## config.mk

```make
export PLATFORM = sky130hd
export DESIGN_NAME = fuzzy_rule_firing_interval_type2_unit
export DESIGN_NICKNAME = d
export VERILOG_FILES = /design/src/fzrf_pkg.sv /design/src/fzrf_ram.sv /design/src/fzrf_combine.sv /design/src/fuzzy_rule_firing_interval_type2_unit.sv
export SDC_FILE = /design/constraint.sdc
export NUM_CORES = 2
export LEC_CHECK = 0
export BUFFER_PORTS_ARGS = -buffer_cell sky130_fd_sc_hd__buf_2
export CAP_MARGIN = 20
export CORE_AREA = 2 2 590 592
export DETAILED_ROUTE_END_ITERATION = 6
export DIE_AREA = 0 0 592 594
export HOLD_SLACK_MARGIN = 0.05
export SYNTH_ARGS = -nofsm -noshare
export SYNTH_HDL_FRONTEND = slang
export SYNTH_SLANG_ARGS = --single-unit
```

## constraint.sdc

```tcl
create_clock -name clk_i -period 10.4 [get_ports clk_i]
set_input_delay 2.6 -clock clk_i [delete_from_list [all_inputs] [get_ports clk_i]]
set_output_delay 2.6 -clock clk_i [all_outputs]
set_load 0.1 [all_outputs]
```

## src/fzrf_pkg.sv

```systemverilog
package fzrf_pkg;

  localparam int DEF_MAX_RULES  = 32;
  localparam int DEF_MAX_INPUTS = 8;
  localparam int DEF_MAX_MFS    = 8;

  localparam int GRADE_BITS = 16;
  localparam int FRAC_BITS  = GRADE_BITS - 1;
  localparam logic [GRADE_BITS-1:0] GRADE_ONE = GRADE_BITS'(1) << FRAC_BITS;

  localparam int CFG_IDX_W  = 2;
  localparam int CFG_DATA_W = 6;

  typedef enum logic [1:0] {
    FUNC_WR_RULE  = 2'd0,
    FUNC_WR_GRADE = 2'd1,
    FUNC_EVAL     = 2'd2,
    FUNC_NOP      = 2'd3
  } func_e;

  typedef enum logic [CFG_IDX_W-1:0] {
    CFG_AND_METHOD = 2'd0,
    CFG_INPUTS     = 2'd1,
    CFG_RULES      = 2'd2
  } cfg_idx_e;

  // rule connective and AND t-norm codes
  localparam logic CONN_AND = 1'b0;
  localparam logic CONN_OR  = 1'b1;
  localparam logic AND_MIN  = 1'b0;
  localparam logic AND_PROD = 1'b1;

  typedef struct packed {
    func_e                 func;
    logic [4:0]            rule_slot;
    logic [2:0]            input_slot;
    logic [2:0]            mf_slot;
    logic                  connective;
    logic [GRADE_BITS-1:0] lower_grade;
    logic [GRADE_BITS-1:0] upper_grade;
  } in_item_t;

  typedef struct packed {
    logic [4:0]            rule_number;
    logic [GRADE_BITS-1:0] lower_firing;
    logic [GRADE_BITS-1:0] upper_firing;
    logic                  last;
  } out_item_t;

  typedef struct packed {
    logic first;
    logic is_or;
    logic use_prod;
  } comb_ctl_t;

endpackage

```

## src/fzrf_ram.sv

```systemverilog
module fzrf_ram #(
  parameter int WIDTH = 8,
  parameter int DEPTH = 32,
  localparam int AW = (DEPTH > 1) ? $clog2(DEPTH) : 1
) (
  input  logic             clk_i,
  input  logic             we_i,
  input  logic [AW-1:0]    waddr_i,
  input  logic [WIDTH-1:0] wdata_i,
  input  logic             re_i,
  input  logic [AW-1:0]    raddr_i,
  output logic [WIDTH-1:0] rdata_o
);

  logic [WIDTH-1:0] mem_q [DEPTH];
  logic [WIDTH-1:0] rdata_q;

  always_ff @(posedge clk_i) begin
    if (we_i) begin
      mem_q[waddr_i] <= wdata_i;
    end
    if (re_i) begin
      rdata_q <= mem_q[raddr_i];
    end
  end

  assign rdata_o = rdata_q;

endmodule

```

## src/fzrf_combine.sv

```systemverilog
module fzrf_combine (
  input  fzrf_pkg::comb_ctl_t                  ctl_i,
  input  logic [fzrf_pkg::GRADE_BITS-1:0]      acc_lo_i,
  input  logic [fzrf_pkg::GRADE_BITS-1:0]      acc_up_i,
  input  logic [fzrf_pkg::GRADE_BITS-1:0]      gl_i,
  input  logic [fzrf_pkg::GRADE_BITS-1:0]      gu_i,
  output logic [fzrf_pkg::GRADE_BITS-1:0]      lo_o,
  output logic [fzrf_pkg::GRADE_BITS-1:0]      up_o
);
  import fzrf_pkg::*;

  logic [2*GRADE_BITS-1:0] prod_lo;
  logic [2*GRADE_BITS-1:0] prod_up;

  assign prod_lo = acc_lo_i * gl_i;
  assign prod_up = acc_up_i * gu_i;

  always_comb begin
    if (ctl_i.first) begin
      lo_o = gl_i;
      up_o = gu_i;
    end else if (ctl_i.is_or == CONN_OR) begin
      lo_o = (gl_i > acc_lo_i) ? gl_i : acc_lo_i;
      up_o = (gu_i > acc_up_i) ? gu_i : acc_up_i;
    end else if (ctl_i.use_prod == AND_PROD) begin
      lo_o = prod_lo[FRAC_BITS +: GRADE_BITS];
      up_o = prod_up[FRAC_BITS +: GRADE_BITS];
    end else begin
      lo_o = (gl_i < acc_lo_i) ? gl_i : acc_lo_i;
      up_o = (gu_i < acc_up_i) ? gu_i : acc_up_i;
    end
  end

endmodule

```

## src/fuzzy_rule_firing_interval_type2_unit.sv

```systemverilog
// Channel   Ports                               Beat taken when
// command   start, busy, req_i                  start && !busy
// result    res_valid_o, res_o                  res_valid_o (one cycle, no stall)
// config    cfg_we_i, cfg_idx_i, cfg_data_i     cfg_we_i
//
// Grade write: direct grade-memory write, never busy. Rule write: read-modify-write of the rule row (S_RMW).
// Evaluate: busy until the last rule's result is out; each rule costs one row read
// plus one grade-memory read and one min/max/product step per input.
// Async active-low reset sets control and config to defaults; table memories are not cleared.
// Results cannot be held off; one result strobe per rule.
module fuzzy_rule_firing_interval_type2_unit #(
  parameter int MAX_RULES  = fzrf_pkg::DEF_MAX_RULES,
  parameter int MAX_INPUTS = fzrf_pkg::DEF_MAX_INPUTS,
  parameter int MAX_MFS    = fzrf_pkg::DEF_MAX_MFS
) (
  input  logic                              clk_i,
  input  logic                              rst_ni,
  input  logic                              start,
  output logic                              busy,
  input  fzrf_pkg::in_item_t                req_i,
  output logic                              res_valid_o,
  output fzrf_pkg::out_item_t               res_o,
  input  logic                              cfg_we_i,
  input  logic [fzrf_pkg::CFG_IDX_W-1:0]    cfg_idx_i,
  input  logic [fzrf_pkg::CFG_DATA_W-1:0]   cfg_data_i
);
  import fzrf_pkg::*;

  localparam int RA_W     = (MAX_RULES > 1) ? $clog2(MAX_RULES) : 1;
  localparam int IN_W     = (MAX_INPUTS > 1) ? $clog2(MAX_INPUTS) : 1;
  localparam int MF_W     = $clog2(MAX_MFS);
  localparam int GDEPTH   = MAX_INPUTS * MAX_MFS;
  localparam int GA_W     = $clog2(GDEPTH);
  localparam int CONN_BIT = MAX_INPUTS * MF_W;
  localparam int ROW_W    = CONN_BIT + 1;
  localparam int RC_W     = $clog2(MAX_RULES + 1);
  localparam int IC_W     = $clog2(MAX_INPUTS + 1);

  typedef enum logic [1:0] {
    S_IDLE,
    S_RMW,
    S_FIRST,
    S_ACC
  } state_e;

  function automatic logic [GRADE_BITS-1:0] sat_grade(input logic [GRADE_BITS-1:0] g);
    return (g > GRADE_ONE) ? GRADE_ONE : g;
  endfunction

  function automatic logic [GA_W-1:0] grade_addr(input logic [IN_W-1:0] i,
                                                 input logic [MF_W-1:0] mf);
    return GA_W'(int'(i) * MAX_MFS + int'(mf));
  endfunction

  state_e                state_q, state_d;
  logic                  cfg_and_q, cfg_and_d;
  logic [3:0]            cfg_inputs_q, cfg_inputs_d;
  logic [5:0]            cfg_rules_q, cfg_rules_d;
  logic [RA_W-1:0]       rule_q, rule_d;
  logic [IN_W-1:0]       in_q, in_d;
  logic [ROW_W-1:0]      row_q, row_d;
  logic [GRADE_BITS-1:0] acc_lo_q, acc_lo_d, acc_up_q, acc_up_d;
  logic [RA_W-1:0]       wr_rule_q, wr_rule_d;
  logic [IN_W-1:0]       wr_in_q, wr_in_d;
  logic [MF_W-1:0]       wr_mf_q, wr_mf_d;
  logic                  wr_conn_q, wr_conn_d;
  logic                  res_valid_q, res_valid_d;
  out_item_t             res_q, res_d;

  logic [RC_W-1:0]       n_rules;
  logic [IC_W-1:0]       n_inputs;
  logic                  accept;
  logic                  rule_slot_ok, grade_slot_ok;
  logic                  last_in, last_rule;
  logic [IN_W-1:0]       in_nxt;

  logic                  rram_we, rram_re;
  logic [RA_W-1:0]       rram_raddr;
  logic [ROW_W-1:0]      rram_wdata, rram_rdata;
  logic                  gram_we, gram_re;
  logic [GA_W-1:0]       gram_waddr, gram_raddr;
  logic [2*GRADE_BITS-1:0] gram_wdata, gram_rdata;

  comb_ctl_t             comb_ctl;
  logic [GRADE_BITS-1:0] comb_lo, comb_up;

  assign busy   = (state_q != S_IDLE);
  assign accept = start && !busy;

  assign rule_slot_ok  = (int'(req_i.rule_slot) < MAX_RULES) &&
                         (int'(req_i.input_slot) < MAX_INPUTS) &&
                         (int'(req_i.mf_slot) < MAX_MFS);
  assign grade_slot_ok = (int'(req_i.input_slot) < MAX_INPUTS) &&
                         (int'(req_i.mf_slot) < MAX_MFS);

  always_comb begin
    if (cfg_rules_q == '0) begin
      n_rules = RC_W'(1);
    end else if (int'(cfg_rules_q) > MAX_RULES) begin
      n_rules = RC_W'(MAX_RULES);
    end else begin
      n_rules = RC_W'(cfg_rules_q);
    end
    if (cfg_inputs_q == '0) begin
      n_inputs = IC_W'(1);
    end else if (int'(cfg_inputs_q) > MAX_INPUTS) begin
      n_inputs = IC_W'(MAX_INPUTS);
    end else begin
      n_inputs = IC_W'(cfg_inputs_q);
    end
  end

  assign last_in   = (IC_W'(in_q) + IC_W'(1)) == n_inputs;
  assign last_rule = (RC_W'(rule_q) + RC_W'(1)) == n_rules;
  assign in_nxt    = IN_W'(in_q + 1'b1);

  assign comb_ctl.first    = (in_q == '0);
  assign comb_ctl.is_or    = row_q[CONN_BIT];
  assign comb_ctl.use_prod = cfg_and_q;

  fzrf_combine u_combine (
    .ctl_i    (comb_ctl),
    .acc_lo_i (acc_lo_q),
    .acc_up_i (acc_up_q),
    .gl_i     (gram_rdata[GRADE_BITS-1:0]),
    .gu_i     (gram_rdata[2*GRADE_BITS-1:GRADE_BITS]),
    .lo_o     (comb_lo),
    .up_o     (comb_up)
  );

  // rule row being written back: old row with one field and the connective replaced
  always_comb begin
    rram_wdata = rram_rdata;
    rram_wdata[int'(wr_in_q) * MF_W +: MF_W] = wr_mf_q;
    rram_wdata[CONN_BIT] = wr_conn_q;
  end

  assign gram_waddr = grade_addr(IN_W'(req_i.input_slot), MF_W'(req_i.mf_slot));
  assign gram_wdata = {sat_grade(req_i.upper_grade), sat_grade(req_i.lower_grade)};

  always_comb begin
    state_d      = state_q;
    cfg_and_d    = cfg_and_q;
    cfg_inputs_d = cfg_inputs_q;
    cfg_rules_d  = cfg_rules_q;
    rule_d       = rule_q;
    in_d         = in_q;
    row_d        = row_q;
    acc_lo_d     = acc_lo_q;
    acc_up_d     = acc_up_q;
    wr_rule_d    = wr_rule_q;
    wr_in_d      = wr_in_q;
    wr_mf_d      = wr_mf_q;
    wr_conn_d    = wr_conn_q;
    res_valid_d  = 1'b0;
    res_d        = res_q;
    rram_we      = 1'b0;
    rram_re      = 1'b0;
    rram_raddr   = RA_W'(req_i.rule_slot);
    gram_we      = 1'b0;
    gram_re      = 1'b0;
    gram_raddr   = grade_addr(in_nxt, row_q[int'(in_nxt) * MF_W +: MF_W]);

    if (cfg_we_i) begin
      case (cfg_idx_i)
        CFG_AND_METHOD: cfg_and_d    = cfg_data_i[0];
        CFG_INPUTS:     cfg_inputs_d = cfg_data_i[3:0];
        CFG_RULES:      cfg_rules_d  = cfg_data_i[5:0];
        default: ;
      endcase
    end

    case (state_q)
      S_IDLE: begin
        if (accept) begin
          case (req_i.func)
            FUNC_WR_RULE: begin
              if (rule_slot_ok) begin
                rram_re   = 1'b1;
                wr_rule_d = RA_W'(req_i.rule_slot);
                wr_in_d   = IN_W'(req_i.input_slot);
                wr_mf_d   = MF_W'(req_i.mf_slot);
                wr_conn_d = req_i.connective;
                state_d   = S_RMW;
              end
            end
            FUNC_WR_GRADE: begin
              gram_we = grade_slot_ok;
            end
            FUNC_EVAL: begin
              rram_re    = 1'b1;
              rram_raddr = '0;
              rule_d     = '0;
              state_d    = S_FIRST;
            end
            default: ;
          endcase
        end
      end
      S_RMW: begin
        rram_we = 1'b1;
        state_d = S_IDLE;
      end
      S_FIRST: begin
        row_d      = rram_rdata;
        in_d       = '0;
        gram_re    = 1'b1;
        gram_raddr = grade_addr('0, rram_rdata[MF_W-1:0]);
        state_d    = S_ACC;
      end
      S_ACC: begin
        acc_lo_d = comb_lo;
        acc_up_d = comb_up;
        if (last_in) begin
          res_valid_d        = 1'b1;
          res_d.rule_number  = 5'(rule_q);
          res_d.lower_firing = comb_lo;
          res_d.upper_firing = comb_up;
          res_d.last         = last_rule;
          if (last_rule) begin
            state_d = S_IDLE;
          end else begin
            rule_d     = RA_W'(rule_q + 1'b1);
            rram_re    = 1'b1;
            rram_raddr = RA_W'(rule_q + 1'b1);
            state_d    = S_FIRST;
          end
        end else begin
          in_d    = in_nxt;
          gram_re = 1'b1;
        end
      end
      default: state_d = S_IDLE;
    endcase
  end

  fzrf_ram #(
    .WIDTH (ROW_W),
    .DEPTH (MAX_RULES)
  ) u_rule_ram (
    .clk_i   (clk_i),
    .we_i    (rram_we),
    .waddr_i (wr_rule_q),
    .wdata_i (rram_wdata),
    .re_i    (rram_re),
    .raddr_i (rram_raddr),
    .rdata_o (rram_rdata)
  );

  fzrf_ram #(
    .WIDTH (2 * GRADE_BITS),
    .DEPTH (GDEPTH)
  ) u_grade_ram (
    .clk_i   (clk_i),
    .we_i    (gram_we),
    .waddr_i (gram_waddr),
    .wdata_i (gram_wdata),
    .re_i    (gram_re),
    .raddr_i (gram_raddr),
    .rdata_o (gram_rdata)
  );

  always_ff @(posedge clk_i or negedge rst_ni) begin
    if (!rst_ni) begin
      state_q      <= S_IDLE;
      cfg_and_q    <= AND_MIN;
      cfg_inputs_q <= 4'd2;
      cfg_rules_q  <= 6'd1;
      rule_q       <= '0;
      in_q         <= '0;
      row_q        <= '0;
      acc_lo_q     <= '0;
      acc_up_q     <= '0;
      wr_rule_q    <= '0;
      wr_in_q      <= '0;
      wr_mf_q      <= '0;
      wr_conn_q    <= CONN_AND;
      res_valid_q  <= 1'b0;
      res_q        <= '0;
    end else begin
      state_q      <= state_d;
      cfg_and_q    <= cfg_and_d;
      cfg_inputs_q <= cfg_inputs_d;
      cfg_rules_q  <= cfg_rules_d;
      rule_q       <= rule_d;
      in_q         <= in_d;
      row_q        <= row_d;
      acc_lo_q     <= acc_lo_d;
      acc_up_q     <= acc_up_d;
      wr_rule_q    <= wr_rule_d;
      wr_in_q      <= wr_in_d;
      wr_mf_q      <= wr_mf_d;
      wr_conn_q    <= wr_conn_d;
      res_valid_q  <= res_valid_d;
      res_q        <= res_d;
    end
  end

  assign res_valid_o = res_valid_q;
  assign res_o       = res_q;

endmodule

```

==> run summary <==
Outcome -> finished, final reports clean
GRT met2 Usage -> 0.324
Worst Max-Slew Pin Slew -> 1.24 ns
# setup viols final -> 0
Setup Buffers After CTS -> 0
HPWL Detailed -> 206000 um
First-pass GRT wire length -> 535000 um
Main flop type after synthesis -> edfxtp_1
Initial antenna violation count -> 14
Reg-to-reg setup timing slack -> 2.71 ns
Clock buffer depth -> 4
Pre-CTS setup slack -> 2.93 ns
Largest net degree at the start of global routing -> 176
TritonCTS Buffers -> 319
Core area -> 0.345 mm^2
Boundary pin count -> 98
RePlAce Congestion -> 0.866
Rows -> 216
Vias in the first global route -> 78600
ANT nets after route -> 0
TNS Setup -> 0 ns
Clock Pin Slew Worst Setup and Hold Paths -> 0.05 ns
Die Area -> 0.352 mm^2
Busiest layer in global routing -> met2
Die height -> 594 um
Netlist cell types -> 87
Final Hold Viols -> 0
Final slew viol count -> 0
Largest delay contributor family on the critical path -> adder cells
Residual DRC count -> 0
Synthesized area -> 0.137 mm^2
Worst Path Max Fanout -> 16
Area leader, netlist -> edfxtp_1
Critical path class -> flip-flop to flip-flop
Share of post-route cells with drive strength above 1 -> 0.186
Maxcap violations -> 0
Area grow syn2layout -> 12.6%
Unrepaired setup endpoints after global routing -> false
Layout Nets -> 9324
Crit path buf inv count -> 5
CTS Hold Bufs -> 0
Largest family of logic cells by synthesized area -> multiplexers
Post-CTS Resized -> 0
CTS root buffer -> clkbuf_16
Sequential element share of the synthesized area -> 0.658
Post-synthesis adder-cell area fraction -> 0.0802
Drt via density -> 5.70
Crit. End Element -> flip-flop
Compound-Gate Fraction of Synth Area -> 0.0611
Tcrit/Tclk final -> 0.739
HP Class -> flip-flop to flip-flop
Achievable Freq -> 130 MHz
Syn avg cell area -> 16.2 um^2
Critical-path cell list -> inv_1, nor2_1, fa_1, inv_1, fa_1, fa_1, inv_1, fa_1, fa_1, inv_1, fa_1, inv_1, ha_1, a21o_1, a21o_1, a21oi_1, o21ai_0, a221oi_1, a21oi_1, a211oi_1, xnor2_1, a221oi_1, a21oi_1
Synth area leaders -> edfxtp_1, mux4_2, fa_1, ha_1, dfrtp_1
PortBufs -> 97
DR iter-0 viols -> 8982
Drt pass-1 iters -> 6
Clock latency on the worst-skew pair -> 0.94 ns
Critical path launch point type -> flip-flop
Top cell by count, worst path -> fa_1
Synthesized flop and latch total -> 3034
Slowest library cell on the worst path -> dfrtp_1
Count leader, synth -> edfxtp_1
CTS tree -> built
Wire per inst -> 27.1 um
Simple-gate share of the synthesized area -> 0.0501
Max-slew headroom -> 0.172
Multiplexer share of the synthesized area -> 0.114
GR Overflow Total -> 0
Met1 Use GR -> 0.300
FILL cells -> 29600
Met3 usage -> 0.0297
Synth Warn # -> 0
Clock Skew -> 0.0740 ns
Post-synth ARST share -> 0.0425
Crit path DAT -> 8.40 ns
CP peak stage delay -> 0.93 ns
Area share of the largest cell type after synthesis -> 0.635
Global Route Usage Sum -> 0.205
Top post-synthesis cells by count -> edfxtp_1, inv_1, nand2_1, mux4_2, fa_1
Clock sink total -> 3034
Crit path required time -> 11.11 ns
H-tree Lvls -> 5
DR vias -> 76600
Post-synth EDFFs -> 2905
Slack of the critical path -> 2.71 ns
Tmin final -> 7.69 ns
Syn nets -> 9170
Final Routed Wirelength -> 365000 um
Die Wd -> 592 um
Post-Synth XOR/XNOR Area -> 0.00270
Initial core utilization -> 0.398
Post-synthesis cell count -> 8462
layer usage:
layer,wire length [um],vias up
li1,-,32600
met1,160000,40500
met2,170000,2947
met3,26100,474
met4,8050,4
met5,21,-
layout by cell type, fill, tap and decap left out, types with 16 or more instances in the layout:
cell and count:
a211oi_1 379, buf_4 223, mux2i_1 242, nor3_1 24
o2111ai_1 27, nand2_1 610, buf_2 95, inv_1 612
and2_1 164, bufinv_16 26, a31oi_1 94, a221o_1 34
ha_1 264, mux4_2 518, o22ai_1 92, nand4_1 19
clkbuf_1 51, nor2b_4 30, clkinv_1 80, nand3_1 38
nor3_2 20, xnor2_1 26, edfxtp_1 2905, clkbuf_16 322
nor2_1 136, nor2_2 33, dfrtp_1 126, o211ai_1 25
buf_12 16, and3_1 130, clkinv_2 52, a21oi_1 266
o21ai_0 214, nor2b_1 79, nor2_4 67, a21o_1 33
fa_1 384, mux2_2 140
tightest hold or removal path, cell delays in order (launching register included):
cell and delay [ns]:
dfrtp_1 0.34, nand2_1 0.05, nand2_1 0.06
cell type report:
cell class / count / area, um^2 / area share
diodes: 9 / 22.5 / 0.000146
repair buffers: 343 / 2630 / 0.0170
multi-input cells: 4301 / 43300 / 0.280
well taps: 4578 / 5730 / 0.0370
clock inverters: 192 / 1990 / 0.0128
inverters: 617 / 2320 / 0.0150
clock buffers: 375 / 8280 / 0.0535
flip-flops and latches: 3034 / 90500 / 0.585
logic make-up (layout without fill, tap and decap cells):
family | count (synthesis) | in the layout
mux | 902 | 902
other cells | 0 | 9
flops | 3034 | 3034
buf+inv | 1127 | 1527
simple gates | 1429 | 1429
fa+ha+maj | 650 | 650
compound gates | 1280 | 1280
xor+xnor | 40 | 40
final timing paths:
kind | from | to | depth (start not counted)
max | acc_up_q[8] | acc_up_q[8] | 23
min | res_o[35] | res_o[35] | 2
max reg2reg | acc_up_q[8] | acc_up_q[8] | 23
min reg2reg | res_o[35] | res_o[35] | 2
max in group asynchronous | rst_ni | in_q[0] | 2
min in group asynchronous | rst_ni | res_o[18] | 1
per-stage QoR:
step | hold slack, ns | instance area [um^2] | cells | util
final | 0.474 | 155000 | 13400 | 0.448
after global routing | 0.506 | 155000 | 13400 | 0.448
after CTS | 0.486 | 155000 | 13400 | 0.448
after detailed placement | 0.473 | 144000 | 12900 | 0.418
after global placement | 0.463 | 144000 | 12900 | 0.418
after floorplan | 0.430 | 137000 | 8462 | -
flip-flops by register name (all words and copies together) (netlist names), 4 cells and up:
signal,cells
cfg_rules_q,6
u_grade_ram.rdata_o,32
wr_rule_q,5
rule_q,5
acc_up_q,16
u_grade_ram.mem_q,2048
u_rule_ram.rdata_o,25
u_rule_ram.mem_q,800
row_q,25
res_o,38
cfg_inputs_q,4
acc_lo_q,16
Power is left out: the tool's default activity adds up to more than one toggle a clock period on the data nets, which glitch-free logic cannot reach.
